<file path="src/rtl/gdr_pkg.sv">
// shared types, constants and helpers for the grid dda column raycaster
// no dependencies; imported by every module of the block
`default_nettype none
package gdr_pkg;

    localparam int FRAC_BITS = 16;
    localparam int MAP_DIM   = 32;
    localparam int MAP_AW    = $clog2(MAP_DIM);
    localparam int MAP_DEPTH = MAP_DIM * MAP_DIM;
    localparam int MAP_IW    = 2 * MAP_AW;
    localparam int STEP_CAP  = 2 * MAP_DIM;
    localparam int STEP_W    = $clog2(STEP_CAP + 1);
    localparam int GRID_W    = MAP_AW + 3;

    localparam int DIV_W     = 36;
    localparam int DIV_CW    = $clog2(DIV_W + 1);
    localparam int DELTA_W   = FRAC_BITS + 13;
    localparam int CAM_W     = 31;
    localparam int RAY_W     = 34;
    localparam int DIST_W    = 36;
    localparam int LINE_W    = 16;

    localparam logic [DIV_W-1:0] DELTA_CAP = DIV_W'(1) << (FRAC_BITS + 12);
    localparam logic [DIV_W-1:0] LINE_CAP  = DIV_W'(65535);
    localparam logic [DIV_W-1:0] RECIP_NUM = DIV_W'(1) << (2 * FRAC_BITS);

    localparam logic CMD_WRITE = 1'b0;
    localparam logic CMD_CAST  = 1'b1;

    localparam logic [2:0] CFG_POS_X   = 3'd0;
    localparam logic [2:0] CFG_POS_Y   = 3'd1;
    localparam logic [2:0] CFG_DIR_X   = 3'd2;
    localparam logic [2:0] CFG_DIR_Y   = 3'd3;
    localparam logic [2:0] CFG_PLANE_X = 3'd4;
    localparam logic [2:0] CFG_PLANE_Y = 3'd5;
    localparam logic [2:0] CFG_COLS    = 3'd6;
    localparam logic [2:0] CFG_ROWS    = 3'd7;

    typedef struct packed {
        logic              start;
        logic [DIV_W-1:0]  dividend;
        logic [DIV_W-1:0]  divisor;
    } div_req_t;

    typedef struct packed {
        logic              wr_en;
        logic [MAP_IW-1:0] wr_addr;
        logic [2:0]        wr_data;
        logic              rd_en;
        logic [MAP_IW-1:0] rd_addr;
    } map_req_t;

    typedef enum logic [10:0] {
        S_IDLE = 11'b00000000001,
        S_CAM  = 11'b00000000010,
        S_RAY  = 11'b00000000100,
        S_DX   = 11'b00000001000,
        S_DY   = 11'b00000010000,
        S_SIDE = 11'b00000100000,
        S_STEP = 11'b00001000000,
        S_TEST = 11'b00010000000,
        S_HDIV = 11'b00100000000,
        S_SPAN = 11'b01000000000,
        S_DONE = 11'b10000000000
    } state_t;

    function automatic logic [23:0] code_color(input logic [2:0] code);
        logic [23:0] c;
        case (code)
            3'd1:    c = 24'hff0000;
            3'd2:    c = 24'h178c05;
            3'd3:    c = 24'h0055ff;
            3'd4:    c = 24'hffffff;
            default: c = 24'hffff00;
        endcase
        return c;
    endfunction

endpackage
`default_nettype wire

</file>
<file path="src/rtl/gdr_map.sv">
// map cell memory, one write and one registered read port
// depends on gdr_pkg; sweeps every entry to zero after reset
`default_nettype none
module gdr_map (
    input  wire                 clk,
    input  wire                 rst_n,
    input  gdr_pkg::map_req_t   req,
    output logic [2:0]          rd_data,
    output logic                clr_busy
);
    import gdr_pkg::*;

    logic [2:0]        mem [MAP_DEPTH];
    logic [2:0]        rd_data_reg;
    logic [MAP_IW-1:0] clr_cnt_reg;
    logic              clr_busy_reg;

    always_ff @(posedge clk or negedge rst_n)
    begin
        if (!rst_n)
        begin
            clr_cnt_reg  <= '0;
            clr_busy_reg <= 1'b1;
        end
        else if (clr_busy_reg)
        begin
            clr_cnt_reg <= clr_cnt_reg + 1'b1;
            if (clr_cnt_reg == MAP_IW'(MAP_DEPTH - 1))
                clr_busy_reg <= 1'b0;
        end
    end

    always_ff @(posedge clk)
    begin
        if (clr_busy_reg)
            mem[clr_cnt_reg] <= 3'd0;
        else if (req.wr_en)
            mem[req.wr_addr] <= req.wr_data;
        if (req.rd_en)
            rd_data_reg <= mem[req.rd_addr];
    end

    assign rd_data  = rd_data_reg;
    assign clr_busy = clr_busy_reg;
endmodule
`default_nettype wire

</file>
<file path="config.mk">
export PLATFORM = sky130hd
export DESIGN_NAME = gdr_map
export DESIGN_NICKNAME = d
export VERILOG_FILES = /design/src/rtl/gdr_pkg.sv /design/src/rtl/gdr_map.sv
export SDC_FILE = /design/constraint.sdc
export NUM_CORES = 2
export LEC_CHECK = 0
export ABC_CLOCK_PERIOD_IN_PS = 17700
export BUFFER_PORTS_ARGS = -buffer_cell sky130_fd_sc_hd__buf_2
export CORE_MARGIN = 3
export CORE_UTILIZATION = 55
export CTS_BUF_LIST = sky130_fd_sc_hd__clkbuf_4
export CTS_CLUSTER_SIZE = 12
export DETAILED_ROUTE_END_ITERATION = 10
export PLACE_DENSITY_LB_ADDON = 0.15
export SETUP_SLACK_MARGIN = 0.5
export SLEW_MARGIN = 20
export SYNTH_ARGS = -nofsm -noshare
export SYNTH_HDL_FRONTEND = slang
export SYNTH_SLANG_ARGS = --single-unit
</file>
<file path="constraint.sdc">
create_clock -name clk -period 17.7 [get_ports clk]
set_input_delay 1.77 -clock clk [delete_from_list [all_inputs] [get_ports clk]]
set_output_delay 1.77 -clock clk [all_outputs]
set_load 0.05 [all_outputs]
</file>
==> flow_summary.yaml <==
critical_path:
  critPathLaunchType: "input pin"
  critPathArrivalTime_ps: 7960
  worstPathMaxFanout: 82
  crit-reg2reg-launch: "clr_busy"
  max_stage_delay_ps: 940
  worstSetupPathType: "input pin to flop"
  r2r_slack_ps: 13070
  crit_required_ps: 18860
  r2r-end: "mem[734][1]"
  cp_slowest_cell: "buf_4"
  cp_top_family: "buffers and inverters"
  endpoint_kind: "flop"
  worst-path-buf-inv: 5
  crit_top_cell: "buf_4"
  rr_worst_depth: 6
  path_cells: "buf_12, buf_4, buf_4, buf_4, buf_4, mux4_2, o22ai_1, nor3_1, nor3_1, o31ai_1, a32o_1, or4_1"
outcome:
  status: "completed"
sta:
  tns_ps: 0
  slew-limit-headroom: 0.1072
  finalMaxSlewViolations: 0
  setup_violations: 0
  worst_pin_slew_ps: 1339
  rsz0062_at_grt: "no"
  fin_skew_ps: 90.16
  fmax_mhz: 147.1
  hold_violations: 0
  min_period_ps: 6800
  timing.final.crit_share: 0.3842
synth:
  synth_top_area_frac: 0.7501
  synth_compound_area_frac: 0.03309
  synthArstFlopShare: 0.003564
  syn_nets: 6654
  synth_top_family_by_area: "multiplexers"
  yosysSeqAreaShare: 0.7523
  synthSimpleGateAreaFrac: 0.04904
  synth_top_cell_by_area: "edfxtp_1"
  netlist_area_um2: 123100
  synth-edff-count: 3075
  yosys_warnings: 0
  yosys-top-cells-area: "edfxtp_1, mux4_2, nor2_1"
  synthAdderAreaFrac: 0.0001016
  synth_mux_area_frac: 0.1462
  ys.flop_type: "edfxtp_1"
  ys_seq_elements: 3086
  postSynthCellCount: 6626
  ys_types: 66
  syn_avg_cell_area_um2: 18.58
  synth_xor_xnor_area_share: 0.0006403
route:
  via_per_inst: 6.372
  routed_wl_um: 333100
  drtIter0Drc: 8399
  ant_nets: 0
  wl_per_cell_um: 31.36
  vias: 67670
  drtPass1Iterations: 6
  drc: 0
clock_tree:
  hold_buffers: 0
  clk_latency_ps: 1440
  post-cts-setup-buffers: 0
  cts_tree: "built"
  cts-root-buf: "clkbuf_4"
  clk_pin_slew_worst_paths_ps: 70
  ctsLongestPathBuffers: 4
  cts_made_buffers: 772
  cts_max_level: 6
  cts_resized: 0
  clock_sinks: 3086
grt:
  grt_antenna_before_repair: 27
  grt_util_all_layers: 0.2930
  overflow: 0
  grt_max_degree: 229
  first_global_vias: 69210
  grt_pass1_wl_um: 481600
power_and_ir_drop:
  p_per_area_nw_per_um2: 107.0
  leakagePower_uw: 0.04367
  vdd.ir_drop.worst_uv: 97.80
final_layout:
  drive_gt1_frac: 0.2739
  final_cell_mix: "edfxtp_1, nor2_1, clkbuf_4"
  layout_commonest_cell: "edfxtp_1"
  final_nets: 7144
  final_core_util: 0.6114
  area_growth_pct: 10.51
  largest_reg_flops: 3072
die:
  die_w_um: 479.1
  die_area_um2: 229500
  core_um2: 222500
  rows: 173
  ios: 31
  start_util: 0.5532
  dieHeight_um: 479.1
place:
  io_buffer_count: 30
  hpwl_um: 190900
  gp_routability_congestion: 0.8362
flow_run:
  maxCapViolCount: 0
min_path:
  holdCritPathClass: "input pin to async pin"
cells by family (layout without fill, tap and decap cells):
| kind of cell | after synthesis | after routing |
|---|---|---|
| other | 0 | 18 |
| and+or+nand+nor | 1481 | 1481 |
| DFF | 3086 | 3086 |
| AOI/OAI and AO/OA | 572 | 572 |
| xor gates and xnor gates | 9 | 9 |
| muxes | 977 | 977 |
| buffers and inverters | 500 | 1502 |
| adders and majority gates | 1 | 1 |
worst max path at each step:
stage,slack [ps],from,cells past startpoint,end
finish,10900,req[0],12,rd_data[1]
CTS,10890,req[0],12,rd_data[1]
global route,10570,req[0],12,rd_data[1]
global placement,9330,req[0],12,rd_data[1]
detailed placement,9350,req[0],12,rd_data[1]
floorplan,6820,req[24],4,mem[0][0]
metal layers:
| layer | wire length (um) | track usage | vias up |
|---|---|---|---|
| li1 | - | - | 28200 |
| met1 | 127000 | 0.4064 | 35020 |
| met2 | 158500 | 0.4552 | 3861 |
| met3 | 37080 | 0.07963 | 590 |
| met4 | 10490 | 0.1003 | 6 |
| met5 | 43 | 0 | - |
power breakdown:
| part | switching (uW) | internal [uW] |
|---|---|---|
| combinational | 483 | 236 |
| clock | 2770 | 3030 |
| sequential | 2.38 | 8040 |
| total | 3260 | 11300 |
per-stage QoR:
step	power, uW	setup WS (ps)	instances	area, um^2	hold WS, ps
global placement	8907	9331	9317	126600	525.0
detailed placement	8915	9346	9317	126600	528.3
global route	15120	10570	10610	136000	113.2
CTS	14660	10890	10600	136000	96.61
floorplan	8699	6822	6626	123100	481.6
finish	14560	10900	10620	136000	222.1
cell usage after synthesis (all sizes together), types with 3 or more instances:
cell and number:
edfxtp 3075, nor2 1105, mux4 655, clkbuf 309, mux2i 307, buf 183
nand2 151, o221ai 114, a21oi 88, o22ai 84, o21ai 66, a22oi 64
nor3 58, nand3 41, a22o 32, a221oi 28, nand4 22, nor2b 18
nand2b 17, a211oi 16, nor4 16, a2111oi 15, mux2 15, o31ai 11
a31oi 10, and2 10, dfrtp 10, or3 10, inv 8, nor3b 7
o211ai 6, o21a 6, and3 5, nand3b 5, or2 5, or4 5
xnor2 5, a211o 4, a31o 4, xor2 4, a311oi 3, a32oi 3
o2111ai 3, o32ai 3
layout make-up:
type | count | area [um^2]
clock buffer | 1097 | 8235
antenna | 18 | 45.04
multi-input combinational | 3040 | 28620
timing repair buffer | 208 | 1657
fill | 16380 | 86480
clock inverter | 189 | 1106
sequential | 3086 | 92620
tap | 2975 | 3722
inverter | 8 | 37.54
worst register-to-register path: stages (launching register included):
cell	delay [ps]
dfstp_2	440
nor2b_1	130
buf_4	270
and2_4	630
buf_4	860
buf_4	820
buf_4	1050
Note: power is estimated with default switching activity, not from simulation.
