==> src/rtl/gdr_pkg.sv <==
// shared types, constants and helpers for the grid dda column raycaster
// no dependencies; imported by every module of the block
`default_nettype none
package gdr_pkg;

    localparam int FRAC_BITS = 16;
    localparam int MAP_DIM   = 32;
    localparam int MAP_AW    = $clog2(MAP_DIM);
    localparam int MAP_DEPTH = MAP_DIM * MAP_DIM;
    localparam int MAP_IW    = 2 * MAP_AW;
    localparam int STEP_CAP  = 2 * MAP_DIM;
    localparam int STEP_W    = $clog2(STEP_CAP + 1);
    localparam int GRID_W    = MAP_AW + 3;

    localparam int DIV_W     = 36;
    localparam int DIV_CW    = $clog2(DIV_W + 1);
    localparam int DELTA_W   = FRAC_BITS + 13;
    localparam int CAM_W     = 31;
    localparam int RAY_W     = 34;
    localparam int DIST_W    = 36;
    localparam int LINE_W    = 16;

    localparam logic [DIV_W-1:0] DELTA_CAP = DIV_W'(1) << (FRAC_BITS + 12);
    localparam logic [DIV_W-1:0] LINE_CAP  = DIV_W'(65535);
    localparam logic [DIV_W-1:0] RECIP_NUM = DIV_W'(1) << (2 * FRAC_BITS);

    localparam logic CMD_WRITE = 1'b0;
    localparam logic CMD_CAST  = 1'b1;

    localparam logic [2:0] CFG_POS_X   = 3'd0;
    localparam logic [2:0] CFG_POS_Y   = 3'd1;
    localparam logic [2:0] CFG_DIR_X   = 3'd2;
    localparam logic [2:0] CFG_DIR_Y   = 3'd3;
    localparam logic [2:0] CFG_PLANE_X = 3'd4;
    localparam logic [2:0] CFG_PLANE_Y = 3'd5;
    localparam logic [2:0] CFG_COLS    = 3'd6;
    localparam logic [2:0] CFG_ROWS    = 3'd7;

    typedef struct packed {
        logic              start;
        logic [DIV_W-1:0]  dividend;
        logic [DIV_W-1:0]  divisor;
    } div_req_t;

    typedef struct packed {
        logic              wr_en;
        logic [MAP_IW-1:0] wr_addr;
        logic [2:0]        wr_data;
        logic              rd_en;
        logic [MAP_IW-1:0] rd_addr;
    } map_req_t;

    typedef enum logic [10:0] {
        S_IDLE = 11'b00000000001,
        S_CAM  = 11'b00000000010,
        S_RAY  = 11'b00000000100,
        S_DX   = 11'b00000001000,
        S_DY   = 11'b00000010000,
        S_SIDE = 11'b00000100000,
        S_STEP = 11'b00001000000,
        S_TEST = 11'b00010000000,
        S_HDIV = 11'b00100000000,
        S_SPAN = 11'b01000000000,
        S_DONE = 11'b10000000000
    } state_t;

    function automatic logic [23:0] code_color(input logic [2:0] code);
        logic [23:0] c;
        case (code)
            3'd1:    c = 24'hff0000;
            3'd2:    c = 24'h178c05;
            3'd3:    c = 24'h0055ff;
            3'd4:    c = 24'hffffff;
            default: c = 24'hffff00;
        endcase
        return c;
    endfunction

endpackage
`default_nettype wire

==> src/rtl/gdr_div.sv <==
// restoring unsigned divider, one quotient bit per cycle
// depends on gdr_pkg; a zero divisor gives an all-ones quotient
`default_nettype none
module gdr_div (
    input  wire                      clk,
    input  wire                      rst_n,
    input  gdr_pkg::div_req_t        req,
    output logic                     done,
    output logic [gdr_pkg::DIV_W-1:0] quotient
);
    import gdr_pkg::*;

    logic [DIV_W:0]    rem_reg, rem_next;
    logic [DIV_W-1:0]  quo_reg, quo_next;
    logic [DIV_W-1:0]  den_reg, den_next;
    logic [DIV_CW-1:0] cnt_reg, cnt_next;
    logic              busy_reg, busy_next;
    logic              done_reg, done_next;
    logic [DIV_W:0]    shifted;
    logic              fits;

    always_comb
    begin
        shifted   = {rem_reg[DIV_W-1:0], quo_reg[DIV_W-1]};
        fits      = shifted >= {1'b0, den_reg};
        rem_next  = rem_reg;
        quo_next  = quo_reg;
        den_next  = den_reg;
        cnt_next  = cnt_reg;
        busy_next = busy_reg;
        done_next = 1'b0;
        if (req.start)
        begin
            rem_next  = '0;
            quo_next  = req.dividend;
            den_next  = req.divisor;
            cnt_next  = DIV_CW'(DIV_W);
            busy_next = 1'b1;
        end
        else if (busy_reg)
        begin
            rem_next = fits ? (shifted - {1'b0, den_reg}) : shifted;
            quo_next = {quo_reg[DIV_W-2:0], fits};
            cnt_next = cnt_reg - 1'b1;
            if (cnt_reg == DIV_CW'(1))
            begin
                busy_next = 1'b0;
                done_next = 1'b1;
            end
        end
    end

    always_ff @(posedge clk or negedge rst_n)
    begin
        if (!rst_n)
        begin
            busy_reg <= 1'b0;
            done_reg <= 1'b0;
            cnt_reg  <= '0;
        end
        else
        begin
            busy_reg <= busy_next;
            done_reg <= done_next;
            cnt_reg  <= cnt_next;
        end
    end

    always_ff @(posedge clk)
    begin
        rem_reg <= rem_next;
        quo_reg <= quo_next;
        den_reg <= den_next;
    end

    assign done     = done_reg;
    assign quotient = quo_reg;
endmodule
`default_nettype wire

==> config.mk <==
export PLATFORM = sky130hd
export DESIGN_NAME = gdr_div
export DESIGN_NICKNAME = d
export VERILOG_FILES = /design/src/rtl/gdr_pkg.sv /design/src/rtl/gdr_div.sv
export SDC_FILE = /design/constraint.sdc
export NUM_CORES = 1
export LEC_CHECK = 0
export BUFFER_PORTS_ARGS = -buffer_cell sky130_fd_sc_hd__buf_2
export CAP_MARGIN = 10
export CORE_ASPECT_RATIO = 1.2
export CORE_MARGIN = 2
export CORE_UTILIZATION = 50
export DETAILED_ROUTE_END_ITERATION = 10
export GPL_TIMING_DRIVEN = 0
export PLACE_DENSITY = 0.8
export SYNTH_ARGS = -nofsm -noshare
export SYNTH_HDL_FRONTEND = slang
export SYNTH_SLANG_ARGS = --single-unit
==> constraint.sdc <==
create_clock -name clk -period 8.2 [get_ports clk]
set_input_delay 2.46 -clock clk [delete_from_list [all_inputs] [get_ports clk]]
set_output_delay 2.46 -clock clk [all_outputs]
set_load 0.05 [all_outputs]
==> results by group, run 1 <==
Outcome
  – Status: completed

GRT
  – Global-route usage over all layers: 23.7%
  – Met3 usage: 6.69%
  – First-pass GRT wire length: 27,500 um
  – Initial antenna violation count: 0
  – GR Layer Usage met1: 28.3%
  – Number of global-route vias before repair: 5,602
  – Largest net degree at the start of global routing: 38
  – Met2 usage: 39.7%
  – Gr ovfl total: 0
  – Grt peak-use layer: met2

Layout
  – Footprint of the multi-input gates: 3390 um2
  – Fillers: 1,089
  – Area growth syn-to-layout: 20.9%
  – N_diodes: 0
  – Final core occ: 62.1%
  – Share of cells above drive strength 1: 24.0%
  – Sequential Area: 3080 um2
  – Fin nets: 915
  – Final Cell Area: 8220 um2
  – Final cell count without fillers: 982

Clock network
  – CTS tree: yes
  – Clk sinks: 116
  – Clock latency on the worst-skew pair: 430 ps
  – Root Buffer: clkbuf_16
  – Clk slew on worst S/H paths: 50 ps
  – Postcts setup bufs: 0
  – Post-CTS resize count: 0
  – Clock buffer depth: 2
  – Post-CTS Hold Fix Bufs: 0
  – Inserted Clock Buffers: 17
  – H-tree levels: 4

Worst hold path
  – Hold WC Path Type: flip-flop to flip-flop

Setup path
  – Crit path DAT: 4840 ps
  – Reg-to-Reg End: rem_reg[34]$_SDFFE_PP0P_
  – CP Depth: 6
  – WP buf/inv: 5
  – CP required: 8330 ps
  – R2r worst-path depth: 12
  – CP Launch Type: input pin
  – CP Max Fanout: 37
  – CP Capture Type: flip-flop
  – Most used cell, CP: clkbuf_1
  – CP delay by family, top: buffers and inverters
  – CP Cell Sequence: buf_2 > clkbuf_1 > clkbuf_1 > nor2_1 > inv_1 > buf_16
  – Critical path class: input pin to flip-flop
  – Crit path largest cell delay: 660 ps
  – Worst setup path end: quotient[6]$_DFFE_PP_
  – Worst path slowest cell: buf_2
  – Critical Path Start: req[72]
  – R2r setup slk: 4790 ps
  – Worst r2r src: quotient[35]$_DFFE_PP_

Die
  – Die Area: 14,500 um2
  – Ports: 112
  – CORE AREA: 13,200 um2
  – Die Y-Extent: 132 um
  – Die W: 110 um
  – FP Rows: 46
  – Initial Util: 51.3%

Drt
  – Routed wire length: 17,000 um
  – Vias: 5,546
  – Antenna Nets Post-Route: 0
  – Vias per Instance: 5.65
  – 1st-iter DRT viols: 297
  – Detailed Routing Iterations Pass 1: 5
  – Drt drc: 0
  – Routed wire per std cell: 17.3 um

Power
  – Worst vdd ir: 0.183 mV
  – PwrDens: 339 nW/um2
  – Total chip power: 2.79 mW
  – Lkg Pwr: 3.65 nW

Synth
  – Post-synthesis average cell area: 10.1 um2
  – Synth Area in Compound Gates: 16.8%
  – Top cell type's share of synthesized area: 31.8%
  – Synth top cells by count: edfxtp_1 (72), nor2_1 (72), a21oi_1 (48), inv_1 (47), ha_1 (38)
  – XOR/XNOR Fraction of Synth Area: 4.00%
  – Post-synthesis cell area: 6790 um2
  – Synth Area in Adders: 7.29%
  – Simple-Gate Fraction of Synth Area: 12.9%
  – Main combinational cell family by area after synthesis: compound AO/OA/AOI/OAI gates
  – Synth cell types: 69
  – Net Count, Synth: 784
  – Synthesis-stage register bit count: 116
  – Mux cell area share after synthesis: 8.80%
  – Most area-hungry cell type in the Yosys netlist: edfxtp_1
  – Post-synthesis sequential area ratio: 45.4%
  – Post-Synthesis Cells: 670
  – Number of flops mapped to enable cells by yosys: 72
  – Synth top area cells: edfxtp_1 (32%), dfxtp_1 (11%), ha_1 (7.0%)
  – Syn. warnings: 0
  – FFs w/ async S/R, synth: 6.90%
  – Synth Flop Type: edfxtp_1

Place
  – Placed insts: 950
  – IO Port Bufs: 111
  – Dpl ws: 2980 ps
  – Detailed Place HPWL: 11,900 um
  – Area after DPL: 7590 um2
  – Final Wtd Congestion: 0.949

Timing
  – Hold WS: 504 ps
  – Final period utilization: 57.4%
  – RSZ-0062 raised after global routing: false
  – Fin Setup TNS: 0 ps
  – Max Clock Skew: 9.90 ps
  – Final Hold Vio Count: 0
  – Fin crit period: 4710 ps
  – Setup ws final: 3490 ps
  – Worst-margin pin slew: 878 ps
  – Final Setup Violations: 0
  – Max Fclk: 0.212 GHz
  – Headroom to the max-slew limit: 41.4%
  – Max-slew violations: 0

Run
  – Max-Cap Viols: 0
[power breakdown]
group          internal (mW)  total (mW)  leakage [nW]  switching (mW)
registers              0.745       0.833          1.12          0.0881
clock network          0.532       0.793         0.302           0.261
logic                  0.464        1.16          2.22           0.698
total                   1.74        2.79          3.65            1.05
[layer usage]
metal  up-vias  part of all wire, %
met5         -                    0
met4         0                  3.0
met3        36                  7.3
met2       215                   48
met1      2576                   42
li1       2719                    -
[cells in the final DEF (no fill, tap or decap), types with 28 or more instances in the layout]
cell,count
nor2_1,72
dfxtp_1,36
ha_1,38
inv_1,47
clkbuf_1,28
mux2_2,37
a211oi_1,31
edfxtp_1,72
nand2_1,36
a21oi_1,48
buf_2,112
[cells by family after synthesis]
family                     Yosys count
adders and majority gates           39
buffers and inverters               79
DFF                                116
AOI/OAI and AO/OA                  167
muxes                               55
xor gates and xnor gates            31
and+or+nand+nor                    183
[how the worst min path moves through the flow]
stage                                          end  depth (start not counted)  slack [ps]                     start
after floorplan           rem_reg[24]$_SDFFE_PP0P_                          2         470  rem_reg[24]$_SDFFE_PP0P_
after global placement    rem_reg[23]$_SDFFE_PP0P_                          2         490  rem_reg[23]$_SDFFE_PP0P_
after detailed placement   rem_reg[3]$_SDFFE_PP0P_                          2         500   rem_reg[3]$_SDFFE_PP0P_
after CTS                  rem_reg[7]$_SDFFE_PP0P_                          2         510   rem_reg[7]$_SDFFE_PP0P_
after global routing      rem_reg[21]$_SDFFE_PP0P_                          2         530  rem_reg[21]$_SDFFE_PP0P_
final                     rem_reg[33]$_SDFFE_PP0P_                          2         500  rem_reg[33]$_SDFFE_PP0P_
[tightest hold or removal path: stages, from the launching register on]
cell and delay [ps]:
dfxtp_1 320, nor2_1 90, a211oi_1 50
[layout make-up]
cell class	count	area share (%)
clock inverters	9	1.83
flip-flops and latches	116	37.5
plain buffers	32	1.77
clock buffers	23	5.83
repair buffers	112	7.10
well taps	168	2.56
multi-input cells	475	41.2
inverters	47	2.15
Power figures use the tool's default switching activity.
==> run 2: changes to the inputs <==
--- a/config.mk
+++ b/config.mk
@@ -12,7 +12,7 @@
 export CORE_UTILIZATION = 50
 export DETAILED_ROUTE_END_ITERATION = 10
 export GPL_TIMING_DRIVEN = 0
-export PLACE_DENSITY = 0.8
+export PLACE_DENSITY = 0.83
 export SYNTH_ARGS = -nofsm -noshare
 export SYNTH_HDL_FRONTEND = slang
 export SYNTH_SLANG_ARGS = --single-unit
==> constraint.sdc (replaced) <==
create_clock -name clk -period 3.9 [get_ports clk]
set_input_delay 1.17 -clock clk [delete_from_list [all_inputs] [get_ports clk]]
set_output_delay 1.17 -clock clk [all_outputs]
set_load 0.05 [all_outputs]
==> run 2 against run 1 <==
Against the previous run:
- wire length is 0.68% higher
- hold slack barely moved
- setup slack worse by 3200 ps
==> results by group, run 2 (synthesis results as in run 1) <==
Outcome
  – Status: completed

Drt
  – Routed wire per std cell: 17.4 um
  – Routed wire length: 17,100 um
  – Vias: 5,577
  – 1st-iter DRT viols: 421
  – Vias per Instance: 5.68
  – Drt drc: 0
  – Antenna Nets Post-Route: 0
  – Detailed Routing Iterations Pass 1: 5

Timing
  – Final Hold Vio Count: 0
  – Hold WS: 504 ps
  – Max Clock Skew: 10.1 ps
  – Setup ws final: 288 ps
  – Final period utilization: 92.6%
  – Fin crit period: 3610 ps
  – Final Setup Violations: 0
  – Worst-margin pin slew: 872 ps
  – Max-slew violations: 0
  – Max Fclk: 0.277 GHz
  – RSZ-0062 raised after global routing: false
  – Headroom to the max-slew limit: 41.8%

Layout
  – Most common cell after layout, fill and taps aside: buf_2
  – Most frequent cells in the layout: buf_2 (112), nor2_1 (72), edfxtp_1 (72), a21oi_1 (48), inv_1 (47)
  – Fillers: 1,091
  – Share of cells above drive strength 1: 23.8%
  – Final cell count without fillers: 982
  – N_diodes: 0
  – Area growth syn-to-layout: 20.5%
  – Fin nets: 915

GRT
  – Grt peak-use layer: met2
  – First-pass GRT wire length: 27,400 um
  – Gr ovfl total: 0
  – Initial antenna violation count: 0
  – GR Layer Usage met1: 28.6%
  – Largest net degree at the start of global routing: 38
  – Number of global-route vias before repair: 5,601
  – Met2 usage: 39.9%
  – Met3 usage: 7.15%
  – Global-route usage over all layers: 23.6%

Setup path
  – Crit path DAT: 3740 ps
  – Critical path class: input pin to flip-flop
  – CP Capture Type: flip-flop
  – CP Max Fanout: 37
  – CP Launch Type: input pin
  – CP required: 4020 ps

Clock network
  – Post-CTS Hold Fix Bufs: 0
  – Postcts setup bufs: 0
  – Post-CTS resize count: 0
  – Inserted Clock Buffers: 17
  – Clk sinks: 116
  – H-tree levels: 4
  – Clock buffer depth: 2
  – Root Buffer: clkbuf_16
  – CTS tree: yes
  – Clock latency on the worst-skew pair: 420 ps
  – Clk slew on worst S/H paths: 50 ps

Die
  – Ports: 112
  – Die Area: 14,500 um2
  – Initial Util: 51.3%
  – Die Y-Extent: 132 um
  – Die W: 110 um
  – CORE AREA: 13,200 um2
  – FP Rows: 46

Run
  – Max-Cap Viols: 0

Power
  – Lkg Pwr: 3.63 nW
  – PwrDens: 709 nW/um2
  – Internal power: 3.60 mW
  – Sw Ratio: 37.9%
  – Psw: 2.20 mW
  – Part of the power in combinational logic: 42.0%
  – Worst vdd ir: 0.352 mV
  – Clock share of power: 27.6%
  – Total chip power: 5.80 mW
  – Reg power frac: 30.3%

Place
  – Placed insts: 950
  – Dpl ws: -201 ps
  – Final Wtd Congestion: 0.921
  – Detailed Place HPWL: 12,300 um
  – IO Port Bufs: 111

Worst hold path
  – Hold WC Path Type: flip-flop to flip-flop
## run 2: cell count changes in the layout (fill, tap and decap cells not counted)
cell / delta
clkbuf_1: -1
clkbuf_8: -1
clkinv_2: +1
clkinv_1: +2
clkbuf_16: -1
## run 2: power groups by stage
stage	Clock [mW]	Combinational [mW]	Sequential, mW
after floorplan	0	1.72	1.89
after global placement	0	2.34	1.76
after detailed placement	0	2.38	1.77
after CTS	1.62	2.41	1.75
after global routing	1.67	2.66	1.79
final	1.60	2.44	1.76
## run 2: path summary, 6_finish.rpt
kind	start	end	slack [ps]	cells after the start
min in group asynchronous	rst_n	cnt_reg[2]$_DFFE_PN0P_	590	1
hold / removal	rem_reg[4]$_SDFFE_PP0P_	rem_reg[4]$_SDFFE_PP0P_	500	2
max in group asynchronous	rst_n	cnt_reg[4]$_DFFE_PN0P_	3140	1
setup reg to reg	den_reg[6]$_DFFE_PP_	rem_reg[5]$_SDFFE_PP0P_	540	12
setup / recovery	req[72]	quotient[13]$_DFFE_PP_	290	6
hold reg to reg	rem_reg[4]$_SDFFE_PP0P_	rem_reg[4]$_SDFFE_PP0P_	500	2
## run 2: critical path: stages
cell	delay [ps]
buf_2	660
clkbuf_1	430
clkbuf_1	460
nor2_1	120
inv_1	640
buf_16	230
## run 2: cell type report
class	instances	area [um2]	area share [%]
buffer	32	145	1.77
timing repair buffer	112	583	7.12
sequential	116	3080	37.7
clock inverter	12	163	1.99
tap	168	210	2.57
inverter	47	176	2.16
multi-input combinational	475	3390	41.4
clock buffer	20	437	5.33
## run 2: per-layer routing
metal,wire length (um),up-vias
met5,0,-
met2,8430,265
met1,6960,2576
li1,-,2707
met3,1350,29
met4,330,0
## run 2: stage by stage
| stage | TNS, ps | util, % | cell area, um2 |
|---|---|---|---|
| final | 0 | 61.8 | 8190 |
| after CTS | 0 | 61.8 | 8190 |
| after global routing | 0 | 61.8 | 8190 |
| after floorplan | 0 | - | 6790 |
| after global placement | -11820 | 57.1 | 7560 |
| after detailed placement | -4320 | 57.3 | 7590 |
